`src/sv/racp_pkg.sv`:
```
package racp_pkg;
  localparam int NodeW  = 8;
  localparam int RackW  = 6;
  localparam int FillW  = 6;
  localparam int RemW   = 9;
  localparam int ChunkW = 6;
  localparam int StrW   = 16;
  localparam int RandW  = 31;

  localparam logic [2:0] REG_NODES  = 3'd0;
  localparam logic [2:0] REG_RACKS  = 3'd1;
  localparam logic [2:0] REG_DATA   = 3'd2;
  localparam logic [2:0] REG_PARITY = 3'd3;
  localparam logic [2:0] REG_STRIPE = 3'd4;

  typedef struct packed {
    logic             start;
    logic [RandW-1:0] dividend;
    logic [RemW-1:0]  divisor;
  } div_req_t;
endpackage

```
`src/sv/racp_mod.sv`:
```
module racp_mod (
  input  logic                     clk,
  input  logic                     rst,
  input  racp_pkg::div_req_t       req,
  output logic                     done,
  output logic [racp_pkg::RemW-1:0] rem
);
  import racp_pkg::*;
  // restoring remainder, one bit per cycle
  logic [RandW-1:0] quo;
  logic [RemW:0]    acc;
  logic [RemW-1:0]  dvs;
  logic [4:0]       cnt;
  logic             busy;
  logic [RemW:0]    shifted;
  logic [RemW+1:0]  diff;

  always_comb begin
    shifted = {acc[RemW-1:0], quo[RandW-1]};
    diff = {1'b0, shifted} - {2'b00, dvs};
  end

  always_ff @(posedge clk) begin
    if (rst) begin
      busy <= 1'b0;
      done <= 1'b0;
    end else begin
      done <= 1'b0;
      if (req.start) begin
        busy <= 1'b1;
        cnt <= 5'd0;
        quo <= req.dividend;
        acc <= '0;
        dvs <= req.divisor;
      end else if (busy) begin
        quo <= {quo[RandW-2:0], 1'b0};
        acc <= diff[RemW+1] ? shifted : diff[RemW:0];
        cnt <= cnt + 5'd1;
        if (cnt == 5'(RandW - 1)) begin
          busy <= 1'b0;
          done <= 1'b1;
        end
      end
    end
  end
  assign rem = acc[RemW-1:0];
endmodule

```
`src/sv/rack_aware_random_chunk_placer_core.sv`:
```
// Rack-aware random chunk placer.
// Input channel: random_value with in_valid/in_stall. Each transfer brings
// one draw; exactly one result leaves on the output channel (out_valid /
// out_stall) per draw: accepted, node_index, stripe/chunk position, flags.
// Per draw: slot = value mod remaining nodes, computed by a bit-serial
// remainder unit; then the node list memory is read at the slot and at
// the last entry, the rack is found by repeated subtraction (node /
// nodes-per-rack, clamped to the last rack), the rack fill memory is read,
// and on a placement the rack fill is written back, and the node list too
// unless the chunk is the last of its stripe. One item is in flight. A draw
// with no nodes left is answered in the cycle after its transfer.
// The result sits in an output register; a stall by the receiver holds it
// and the block takes no new draw until it is transferred.
// Reset (and a configuration write to indices 0 to 4) restores the default
// registers or keeps the written one and starts a clearing pass that writes
// the identity node list and zeroes the rack fills, during which in_stall is
// high. The same pass runs after each completed stripe.
module rack_aware_random_chunk_placer_core (
  input  logic        clk,
  input  logic        rst,
  input  logic        cfg_we,
  input  logic [2:0]  cfg_index,
  input  logic [16:0] cfg_data,
  input  logic        in_valid,
  output logic        in_stall,
  input  logic [30:0] random_value,
  output logic        out_valid,
  input  logic        out_stall,
  output logic        accepted,
  output logic [7:0]  node_index,
  output logic [15:0] stripe_index,
  output logic [5:0]  chunk_index,
  output logic        last_in_stripe,
  output logic        last_stripe
);
  import racp_pkg::*;

  typedef enum logic [7:0] {
    S_CLEAR = 8'b00000001,
    S_IDLE  = 8'b00000010,
    S_DIV   = 8'b00000100,
    S_RD1   = 8'b00001000,
    S_RD2   = 8'b00010000,
    S_DEC   = 8'b00100000,
    S_OUT   = 8'b01000000,
    S_RD3   = 8'b10000000
  } state_t;

  state_t state;
  logic [8:0]  node_count;
  logic [6:0]  rack_count;
  logic [5:0]  data_chunks, parity_chunks;
  logic [16:0] stripe_count;

  logic [NodeW-1:0] node_mem [256];
  logic [FillW-1:0] fill_mem [64];
  logic [NodeW-1:0] node_rd;
  logic [FillW-1:0] fill_rd;
  logic [NodeW-1:0] node_addr, node_waddr, node_wdata;
  logic             node_we;
  logic [RackW-1:0] fill_addr, fill_waddr, fill_wdata;
  logic             fill_we;

  logic [RemW-1:0]   remaining;
  logic [ChunkW-1:0] chunk_counter;
  logic [StrW-1:0]   stripe_counter;
  logic [8:0]        clr_cnt;
  logic [NodeW-1:0]  slot, node_sel;
  logic [RackW-1:0]  rack;
  logic [8:0]        per_rack;
  div_req_t          dreq;
  logic              ddone;
  logic [RemW-1:0]   drem;
  logic              restart;

  logic [8:0] eff_nodes;
  logic [6:0] eff_racks;
  logic [6:0] eff_chunks;
  logic [16:0] eff_stripes;
  logic [6:0] sum_chunks;

  always_comb begin
    eff_nodes = (node_count == 9'd0) ? 9'd1 : (node_count > 9'd256 ? 9'd256 : node_count);
    eff_racks = (rack_count == 7'd0) ? 7'd1 : (rack_count > 7'd64 ? 7'd64 : rack_count);
    sum_chunks = {1'b0, data_chunks} + {1'b0, parity_chunks};
    eff_chunks = (sum_chunks == 7'd0) ? 7'd1 : (sum_chunks > 7'd64 ? 7'd64 : sum_chunks);
    eff_stripes = (stripe_count == 17'd0) ? 17'd1
                : (stripe_count > 17'd65536 ? 17'd65536 : stripe_count);
  end

  racp_mod u_mod (.clk(clk), .rst(rst), .req(dreq), .done(ddone), .rem(drem));

  // per_rack = nodes / racks, found by repeated subtraction during the pass
  logic [8:0] pr_acc;
  logic [8:0] pr_q;

  assign restart = cfg_we && (cfg_index <= REG_STRIPE);

  // memories
  always_ff @(posedge clk) begin
    if (node_we) node_mem[node_waddr] <= node_wdata;
    node_rd <= node_mem[node_addr];
  end
  always_ff @(posedge clk) begin
    if (fill_we) fill_mem[fill_waddr] <= fill_wdata;
    fill_rd <= fill_mem[fill_addr];
  end

  logic       last_chunk, last_str, reject;
  always_comb begin
    last_chunk = ({1'b0, chunk_counter} + 7'd1) >= eff_chunks;
    last_str = last_chunk && (({1'b0, stripe_counter} + 17'd1) >= eff_stripes);
    reject = fill_rd >= parity_chunks;
  end

  // rack divider: node / per_rack via a small sequential loop set up in S_RD2 and run in S_RD3
  logic [8:0] rk_acc;
  logic [6:0] rk_q;

  // Read the slot in S_RD1, then hold the last entry on the read port so
  // it is ready to fill the hole in S_DEC.
  always_comb begin
    node_we = 1'b0; node_waddr = '0; node_wdata = '0;
    fill_we = 1'b0; fill_waddr = '0; fill_wdata = '0;
    node_addr = slot; fill_addr = rack;
    if (state == S_CLEAR) begin
      node_we = 1'b1; node_waddr = clr_cnt[7:0]; node_wdata = clr_cnt[7:0];
      fill_we = 1'b1; fill_waddr = clr_cnt[5:0]; fill_wdata = '0;
    end else if (state == S_RD2 || state == S_RD3 || state == S_DEC) begin
      node_addr = 8'(remaining - 9'd1);
    end else if (state == S_OUT && accepted && !last_in_stripe && out_valid == 1'b0) begin
      node_we = 1'b0;
    end
    if (state == S_DEC && !reject && !last_chunk) begin
      node_we = 1'b1; node_waddr = slot; node_wdata = node_rd;
    end
    if (state == S_DEC && !reject) begin
      fill_we = 1'b1; fill_waddr = rack; fill_wdata = fill_rd + 6'd1;
    end
  end

  logic             rk_busy;

  always_ff @(posedge clk) begin
    if (rst) begin
      state <= S_CLEAR; clr_cnt <= '0; out_valid <= 1'b0;
      node_count <= 9'd16; rack_count <= 7'd4; data_chunks <= 6'd4;
      parity_chunks <= 6'd2; stripe_count <= 17'd1;
      chunk_counter <= '0; stripe_counter <= '0; remaining <= 9'd16;
      pr_acc <= 9'd16; pr_q <= '0;
      dreq.start <= 1'b0;
    end else if (restart) begin
      case (cfg_index)
        REG_NODES:  node_count <= cfg_data[8:0];
        REG_RACKS:  rack_count <= cfg_data[6:0];
        REG_DATA:   data_chunks <= cfg_data[5:0];
        REG_PARITY: parity_chunks <= cfg_data[5:0];
        default:    stripe_count <= cfg_data;
      endcase
      state <= S_CLEAR; clr_cnt <= '0; out_valid <= 1'b0;
      chunk_counter <= '0; stripe_counter <= '0;
      pr_acc <= 9'd0; pr_q <= '0; remaining <= 9'd0;
      dreq.start <= 1'b0;
    end else begin
      if (out_valid && !out_stall) out_valid <= 1'b0;
      case (state)
        S_CLEAR: begin
          if (clr_cnt == 9'd0) begin
            remaining <= eff_nodes; pr_acc <= eff_nodes; pr_q <= '0;
          end else if (pr_acc >= {2'b00, eff_racks}) begin
            pr_acc <= pr_acc - {2'b00, eff_racks}; pr_q <= pr_q + 9'd1;
          end
          clr_cnt <= clr_cnt + 9'd1;
          if (clr_cnt == 9'd255) begin
            state <= S_IDLE;
            per_rack <= '0;
          end
        end
        S_IDLE: begin
          per_rack <= (pr_q == 9'd0) ? 9'd1 : pr_q;
          if (in_valid && !in_stall) begin
            if (remaining == 9'd0) begin
              accepted <= 1'b0; node_index <= '0; last_in_stripe <= 1'b0;
              last_stripe <= 1'b0; stripe_index <= stripe_counter;
              chunk_index <= chunk_counter; out_valid <= 1'b1; state <= S_OUT;
            end else begin
              dreq.start <= 1'b1; dreq.dividend <= random_value;
              dreq.divisor <= remaining; state <= S_DIV;
            end
          end
        end
        S_DIV: begin
          dreq.start <= 1'b0;
          if (ddone) begin
            slot <= drem[7:0]; state <= S_RD1;
          end
        end
        S_RD1: begin
          state <= S_RD2;
        end
        S_RD2: begin
          node_sel <= node_rd;
          rk_acc <= {1'b0, node_rd}; rk_q <= '0; rk_busy <= 1'b1;
          state <= S_RD3;
        end
        S_RD3: begin
          if (rk_busy) begin
            if (rk_acc >= per_rack) begin
              rk_acc <= rk_acc - per_rack; rk_q <= rk_q + 7'd1;
            end else begin
              rk_busy <= 1'b0;
              rack <= (rk_q > eff_racks - 7'd1) ? 6'(eff_racks - 7'd1) : rk_q[5:0];
            end
          end else begin
            state <= S_DEC;
          end
        end
        S_DEC: begin
          stripe_index <= stripe_counter; chunk_index <= chunk_counter;
          out_valid <= 1'b1; state <= S_OUT;
          if (reject) begin
            accepted <= 1'b0; node_index <= '0;
            last_in_stripe <= 1'b0; last_stripe <= 1'b0;
          end else begin
            accepted <= 1'b1; node_index <= node_sel;
            last_in_stripe <= last_chunk; last_stripe <= last_str;
            remaining <= remaining - 9'd1;
            if (last_chunk) begin
              stripe_counter <= last_str ? '0 : stripe_counter + 16'd1;
              chunk_counter <= '0;
            end else begin
              chunk_counter <= chunk_counter + 6'd1;
            end
          end
        end
        S_OUT: if (!out_valid || !out_stall) begin
          if (accepted && last_in_stripe) begin
            state <= S_CLEAR; clr_cnt <= '0;
          end else begin
            state <= S_IDLE;
          end
        end
        default: state <= S_CLEAR;
      endcase
    end
  end

  assign in_stall = (state != S_IDLE);

  // Hold a stalled result.
  assert property (@(posedge clk) disable iff (rst)
    out_valid && out_stall && !restart |=> out_valid && $stable(accepted)
      && $stable(node_index) && $stable(chunk_index));
  assert property (@(posedge clk) disable iff (rst) $onehot(state));
  // No draw is taken while a result waits.
  assert property (@(posedge clk) disable iff (rst) out_valid |-> in_stall);
  assert property (@(posedge clk) disable iff (rst) remaining <= 9'd256);
endmodule
```
`config.mk`:
```
export PLATFORM = sky130hd
export DESIGN_NAME = rack_aware_random_chunk_placer_core
export DESIGN_NICKNAME = d
export VERILOG_FILES = /design/src/sv/racp_pkg.sv /design/src/sv/racp_mod.sv /design/src/sv/rack_aware_random_chunk_placer_core.sv
export SDC_FILE = /design/constraint.sdc
export NUM_CORES = 2
export LEC_CHECK = 0
export ABC_AREA = 1
export BUFFER_PORTS_ARGS = -buffer_cell sky130_fd_sc_hd__buf_2
export CAP_MARGIN = 25
export CORE_MARGIN = 2
export CORE_UTILIZATION = 43
export DETAILED_ROUTE_END_ITERATION = 8
export MAX_ROUTING_LAYER = met4
export PLACE_DENSITY = 0.69
export REMOVE_ABC_BUFFERS = 1
export SLEW_MARGIN = 40
export SYNTH_ARGS = -nofsm -noshare
export SYNTH_HDL_FRONTEND = slang
export SYNTH_HIERARCHICAL = 1
export SYNTH_SLANG_ARGS = --single-unit
export TNS_END_PERCENT = 5
```
`constraint.sdc`:
```
create_clock -name clk -period 31.4 [get_ports clk]
set_clock_uncertainty 0.15 [all_clocks]
set_input_delay 0 -clock clk [delete_from_list [all_inputs] [get_ports clk]]
set_output_delay 0 -clock clk [all_outputs]
set_load 0.01 [all_outputs]
```
# ---- After elaboration in Yosys (flattened, before gate mapping)
# Memory sizes are Yosys's and may differ from the RTL's. A register that Yosys moved wholly into a read port is not among the register bits.
# Index checks and enable logic that the tools add are counted.
# W data, S select, Z words.
dict set report word_totals {
  memories 2
  ramBits 2432
  input_bits 56
  wordCells 254
  regBits 290
  output_inout_bits 35
}
# memory depth width read_ports rd_ports_with_merged_regs wr line
set mem_list {}
lappend mem_list {node_mem 256 8 1 1 1 rack_aware_random_chunk_placer_core.sv:55} ;# logic [NodeW-1:0] node_mem [256];
lappend mem_list {fill_mem 64 6 1 1 1 rack_aware_random_chunk_placer_core.sv:56} ;# logic [FillW-1:0] fill_mem [64];
dict set report classes {
  mux 93
  eq_ne 28
  order_cmp 11
  n_bitwise 7
  addsub 15
  reduce_logical 61
}
# cell count
set op_table {}
lappend op_table {{$mux W9} 16}
lappend op_table {{$mux W8} 13}
lappend op_table {{$mux W41} 2}
lappend op_table {{$pmux W9 S2} 4}
lappend op_table {{$pmux W8 S8} 1}
lappend op_table {{$mux W31} 2}
lappend op_table {{$mux W7} 7}
lappend op_table {{$mux W16} 3}
lappend op_table {{$mux W6} 7}
lappend op_table {{$logic_not A9 Y1} 4}
lappend op_table {{$mux W17} 2}
lappend op_table {{$pmux W16 S2} 1}
lappend op_table {{$reduce_and A5 Y1} 5}
lappend op_table {{$mux W1} 21}
lappend op_table {{$reduce_and A3 Y1} 7}
lappend op_table {{$mux W5} 4}
lappend op_table {{$reduce_and A2 Y1} 10}
lappend op_table {{$add A9 B1 Y9 const B} 2}
lappend op_table {{$reduce_bool A2 Y1} 9}
lappend op_table {{$add A16 B1 Y17 const B} 1}
lappend op_table {{$ge A17 B17 Y1} 1}
lappend op_table {{$gt A17 B17 Y1 const B} 1}
lappend op_table {{$logic_not A17 Y1} 1}
lappend op_table {{$add A16 B1 Y16 const B} 1}
lappend op_table {{51 further kinds} 90}

# ---- Depth between registers and ports, before layout
dict set report logic_depth {
  word_depth 10
  depth_mapped 25
  ltp_nobuf 23
}

# ---- Hierarchy
# Netlist, hierarchy kept.
# module area_each_um2 seq_area_each_um2 instances cells_each
set modules_own_cells {}
lappend modules_own_cells {rack_aware_random_chunk_placer_core 115369.4 79206.0 1 10909}
lappend modules_own_cells {racp_mod 2897.8 1661.6 1 324}

# ---- Least setup slack after synthesis
# Ideal clock, no wire load.
dict set report synth_path {
  kind {register -> register}
  start {register state[5]}
  end {memory node_mem[0][0], data pin}
  required_time_ns 29.062
  arrival_time_ns 11.418
  setup_ns 2.188
  synth_period_minus_slack_ns 13.756
  stages_incl_launch_ff 10
  n_path_buf 2
  slack_ns 17.644
  path_cell_list {dfxtp_1 > inv_1 > nand2_1 > nor2_1 > inv_1 > nor4_1 > inv_1 > buf_2 > clkbuf_1 > o21ai_0}
}
dict set report synth_between {
  elab_chain_len 4
  word_cells_on_any_way 6
  classes_between {eq/ne: 2; mux: 2; reduce/logical: 2}
}
# item line
set synth_lines {}
lappend synth_lines {{start: declaration} rack_aware_random_chunk_placer_core.sv:49} ;# state_t state;
lappend synth_lines {{start signal: assignment} rack_aware_random_chunk_placer_core.sv:146} ;# state <= S_CLEAR; clr_cnt <= '0; out_valid <= 1'b0;
lappend synth_lines {{start signal: assignment} rack_aware_random_chunk_placer_core.sv:160} ;# state <= S_CLEAR; clr_cnt <= '0; out_valid <= 1'b0;
lappend synth_lines {{start signal: assignment} rack_aware_random_chunk_placer_core.sv:175} ;# state <= S_IDLE;
lappend synth_lines {{$eq A8 B6 Y1} rack_aware_random_chunk_placer_core.sv:134} ;# if (state == S_DEC && !reject && !last_chunk) begin
lappend synth_lines {{$logic_and A1 B1 Y1 (2 in a row)} rack_aware_random_chunk_placer_core.sv:134}
lappend synth_lines {{$mux W8 *} rack_aware_random_chunk_placer_core.sv:134}
lappend synth_lines {{net node_wdata[0]} rack_aware_random_chunk_placer_core.sv:59} ;# logic [NodeW-1:0] node_addr, node_waddr, node_wdata;
lappend synth_lines {{end: declaration} rack_aware_random_chunk_placer_core.sv:55}
# Mark *: on every way through the listed nets, which the timed path passes. The rest lies on a longest branch.

# ---- Worst setup path after layout
dict set report layout_path {
  start {register parity_chunks[0]}
  end {memory node_mem[138][2] (enable)}
}
dict set report layout_between {
  elab_chain_len 10
  word_cells_on_any_way 15
  classes_between {add/sub: 1; order compare: 3; mux: 6; reduce/logical: 5}
}
# item line
set layout_lines {}
lappend layout_lines {{start: declaration} rack_aware_random_chunk_placer_core.sv:52} ;# logic [5:0] data_chunks, parity_chunks;
lappend layout_lines {{start signal: assignment} rack_aware_random_chunk_placer_core.sv:157} ;# REG_PARITY: parity_chunks <= cfg_data[5:0];
lappend layout_lines {{$add A6 B6 Y7} rack_aware_random_chunk_placer_core.sv:85} ;# sum_chunks = {1'b0, data_chunks} + {1'b0, parity_chunks};
lappend layout_lines {{$gt A7 B7 Y1} rack_aware_random_chunk_placer_core.sv:86} ;# eff_chunks = (sum_chunks == 7'd0) ? 7'd1 : (sum_chunks > 7'd64 ? 7'd64 : sum_chunks);
lappend layout_lines {{$mux W7 (2 in a row)} rack_aware_random_chunk_placer_core.sv:86}
lappend layout_lines {{$ge A7 B7 Y1} rack_aware_random_chunk_placer_core.sv:111} ;# last_chunk = ({1'b0, chunk_counter} + 7'd1) >= eff_chunks;
lappend layout_lines {{$logic_not A1 Y1} rack_aware_random_chunk_placer_core.sv:134}
lappend layout_lines {{$logic_and A1 B1 Y1 *} rack_aware_random_chunk_placer_core.sv:134}
lappend layout_lines {{$mux W1} rack_aware_random_chunk_placer_core.sv:134}
lappend layout_lines {{$mux W1} rack_aware_random_chunk_placer_core.sv:101} ;# if (node_we) node_mem[node_waddr] <= node_wdata;
lappend layout_lines {{$mux W1 (not written as such)} rack_aware_random_chunk_placer_core.sv:101}
# Mark *: on every way between the ends. The rest lies on a longest branch, timed or not.

==> impl_metrics.ini <==
[status]
status = finished, final reports clean

[cts]
clock_path_buffers = 4
cts_made_buffers = 296
ctsHtreeMaxLevel = 5
path_clk_slew_ns = 0.06
clk_latency_ns = 0.98
root_buffer = clkbuf_16
cts_resized = 0
cts_tree = yes
clock-sinks = 2736

[worst_setup_path]
required_ns = 31.80
crit_path_end_kind = flop
crit_top_cell = nand2_1
rr_endpoint = node_mem[138][2]
crit_path_max_incr_delay_ns = 0.88
critPathKind = flop to flop
cp_slowest_cell = nor2_1
crit_chain = ha_1 > fa_1 > a21oi_1 > o21bai_1 > xor2_1 > nor4_1 > or3b_2 > nand2_1 > nand2_1 > ha_1 > nand2_1 > o21ai_0 > nand4_1 > nand3_1 > nor2_2 > a21oi_1 > inv_1 > nor2_1 > nand2_1 > nor2_1
start_kind = flop
cp_data_arrival_time_ns = 7.26
rrSetupSlack_ns = 24.54
r2r_cells = 20
r2r-start = parity_chunks[0]
worstPathMaxFanout = 16

[drt]
wl_met3_um = 27500
m1WireLength_um = 124000
num_vias = 80630
routedWlPerCell_um = 20.3
drc = 0
first_pass_iters = 6
dr_wl_met2_um = 144000
highest_layer = met4
drtIter0Drc = 9409
wl_um = 307000
routed_via_density = 5.34
ant_nets = 0

[placement]
port_buffers = 90
gp_congestion = 0.865
pre_cts_ws_ns = 24.72
dp_hpwl_um = 170000

[die]
top_level_ports = 91
rows = 192
die_x_um = 528
fp.dieH_um = 528
core_area_um2 = 274000
die_area_um2 = 279000
start_util = 0.432

[yosys]
async_reset_ff_frac = 0
ys_ff_latch = 2736
yosys_warnings = 6
netlist_area_um2 = 118000
synthCells = 11233
yosys-top-cells-area = edfxtp_1 66%, nand2_1 9.3%, nand3_1 6.7%
synth_edf_count = 2607
synth_top_area_share = 0.662
synth_area_per_cell_um2 = 10.5
synth_top_flop_cell = edfxtp_1
yosysSeqAreaShare = 0.684
synth_top_area_cell = edfxtp_1
ys_types = 53

[sta]
fin_crit_sh = 0.219
maxSlewViolCount = 0
fin_ws_ns = 24.54
worst_pin_slew_ns = 0.956
min_period_ns = 6.86
maxSlewHeadroom = 0.361
setup_tns_ns = 0
whs_ns = 0.0533
hold_viol_final = 0
setup_viol = 0
timing.fmax_ghz = 0.146
rsz0062_at_grt = false

[global_routing]
grt_max_degree = 193
first_global_vias = 76942
grt_overflow = 0
grt_pass1_wl_um = 464000
grt_usage = 0.222
antenna_found_initial = 9

[power_and_ir_drop]
vdd_drop_max_mv = 0.0619
p_per_area_nw_per_um2 = 55.6
leakage_uw = 0.0525

[final_layout]
area_growth_syn_to_layout_pct = 12.3
final_common_cell = nand2_1
drive_above_1_share = 0.0618
fillCellCount = 23897
final_cell_mix = 2921 x nand2_1, 2607 x edfxtp_1, 1583 x nand3_1
nets = 11437

[min_path]
min_from = cfg_index[0]
whs_path_depth = 4
hp-class = primary input to flop
holdPathEnd = rack_count[5]

[run]
drv_cap = 0
[power breakdown]
part           leakage [uW]  total [uW]  switching, uW  internal, uW
combinational        0.0250         121           82.5          38.6
clock               0.00437        3300           1380          1910
sequential           0.0231        3970           5.90          3960
total                0.0525        7390           1470          5920
[how the worst max path moves through the flow]
stage | start | endpoint | slack [ns]
2_1_floorplan | state[3] | node_rd[2] | 9.81
3_3_place_gp | data_chunks[2] | node_mem[192][4] | 24.27
3_5_place_dp | parity_chunks[0] | node_mem[197][4] | 24.72
4_1_cts | parity_chunks[0] | node_mem[197][5] | 24.71
5_1_grt | data_chunks[2] | node_mem[139][6] | 24.33
6_report | parity_chunks[0] | node_mem[138][2] | 24.54
[layout make-up]
| type | count | area (um2) | area share |
|---|---|---|---|
| well taps | 3589 | 4490 | 0.0338 |
| diodes | 7 | 17.5 | 0.000132 |
| clock buffers | 376 | 7890 | 0.0594 |
| clock inverters | 127 | 1070 | 0.00805 |
| inverters | 1478 | 5570 | 0.0419 |
| repair buffers | 366 | 3480 | 0.0262 |
| flip-flops and latches | 2736 | 80900 | 0.609 |
| multi-input cells | 6418 | 29400 | 0.222 |
[cell families after synthesis]
family | Yosys count | synth area share
xor gates and xnor gates | 48 | 0.00355
buffers and inverters | 2079 | 0.0711
DFF | 2736 | 0.684
AOI/OAI and AO/OA | 856 | 0.0410
adders and majority gates | 85 | 0.00925
and+or+nand+nor | 5429 | 0.191
[cells in the mapped netlist, types with 7 or more instances]
cell type / count
nor3_1: 30
nand3_1: 1583
inv_1: 1471
ha_1: 81
a211oi_1: 10
o21ai_0: 478
or2_2: 12
a21oi_1: 110
edfxtp_1: 2607
buf_1: 22
buf_4: 39
nand2_1: 2943
nor2_1: 799
xor2_1: 35
nor3b_1: 7
dfxtp_1: 129
o221ai_1: 15
clkbuf_1: 185
nand4_1: 20
nor4_1: 17
buf_2: 353
o211ai_1: 100
o22ai_1: 104
a31oi_1: 9
xnor2_1: 13
[per-layer routing]
layer / global-route usage / vias to the layer above
met5: - / -
li1: - / 37749
met2: 0.346 / 3732
met3: 0.0365 / 660
met1: 0.292 / 38489
met4: 0.0876 / 0
[flip-flops by register name, indices dropped and copies added, names as in the netlist, 16 cells and up]
| name | count |
|---|---|
| node_mem | 2048 |
| fill_mem | 384 |
| dreq | 41 |
| u_mod/quo | 31 |
| stripe_count | 17 |
| stripe_counter | 16 |
| stripe_index | 16 |
[repair_timing]
action                                  4_1_cts  5_1_grt
setup buffers                                 0        0
hold endpoints to repair                    264        4
hold buffers                                145        1
endpoints found under the setup margin        0        0
[stage by stage]
step	total power [uW]	util	instances	cell area, um2
after CTS	7420	0.484	15080	132000
after detailed placement	4150	0.446	14432	122000
after global placement	4150	0.445	14421	122000
final	7390	0.485	15097	133000
after global routing	7570	0.485	15095	133000
after floorplan	4120	-	10632	115000
[critical path: cells and delay by family (launching register included)]
kind | cells | cell delay (ns)
simple gates | 11 | 3.80
compound gates | 4 | 0.89
buf+inv | 1 | 0.14
fa+ha+maj | 3 | 0.94
flops | 1 | 0.33
xor+xnor | 1 | 0.17
Power figures use the tool's default switching activity.
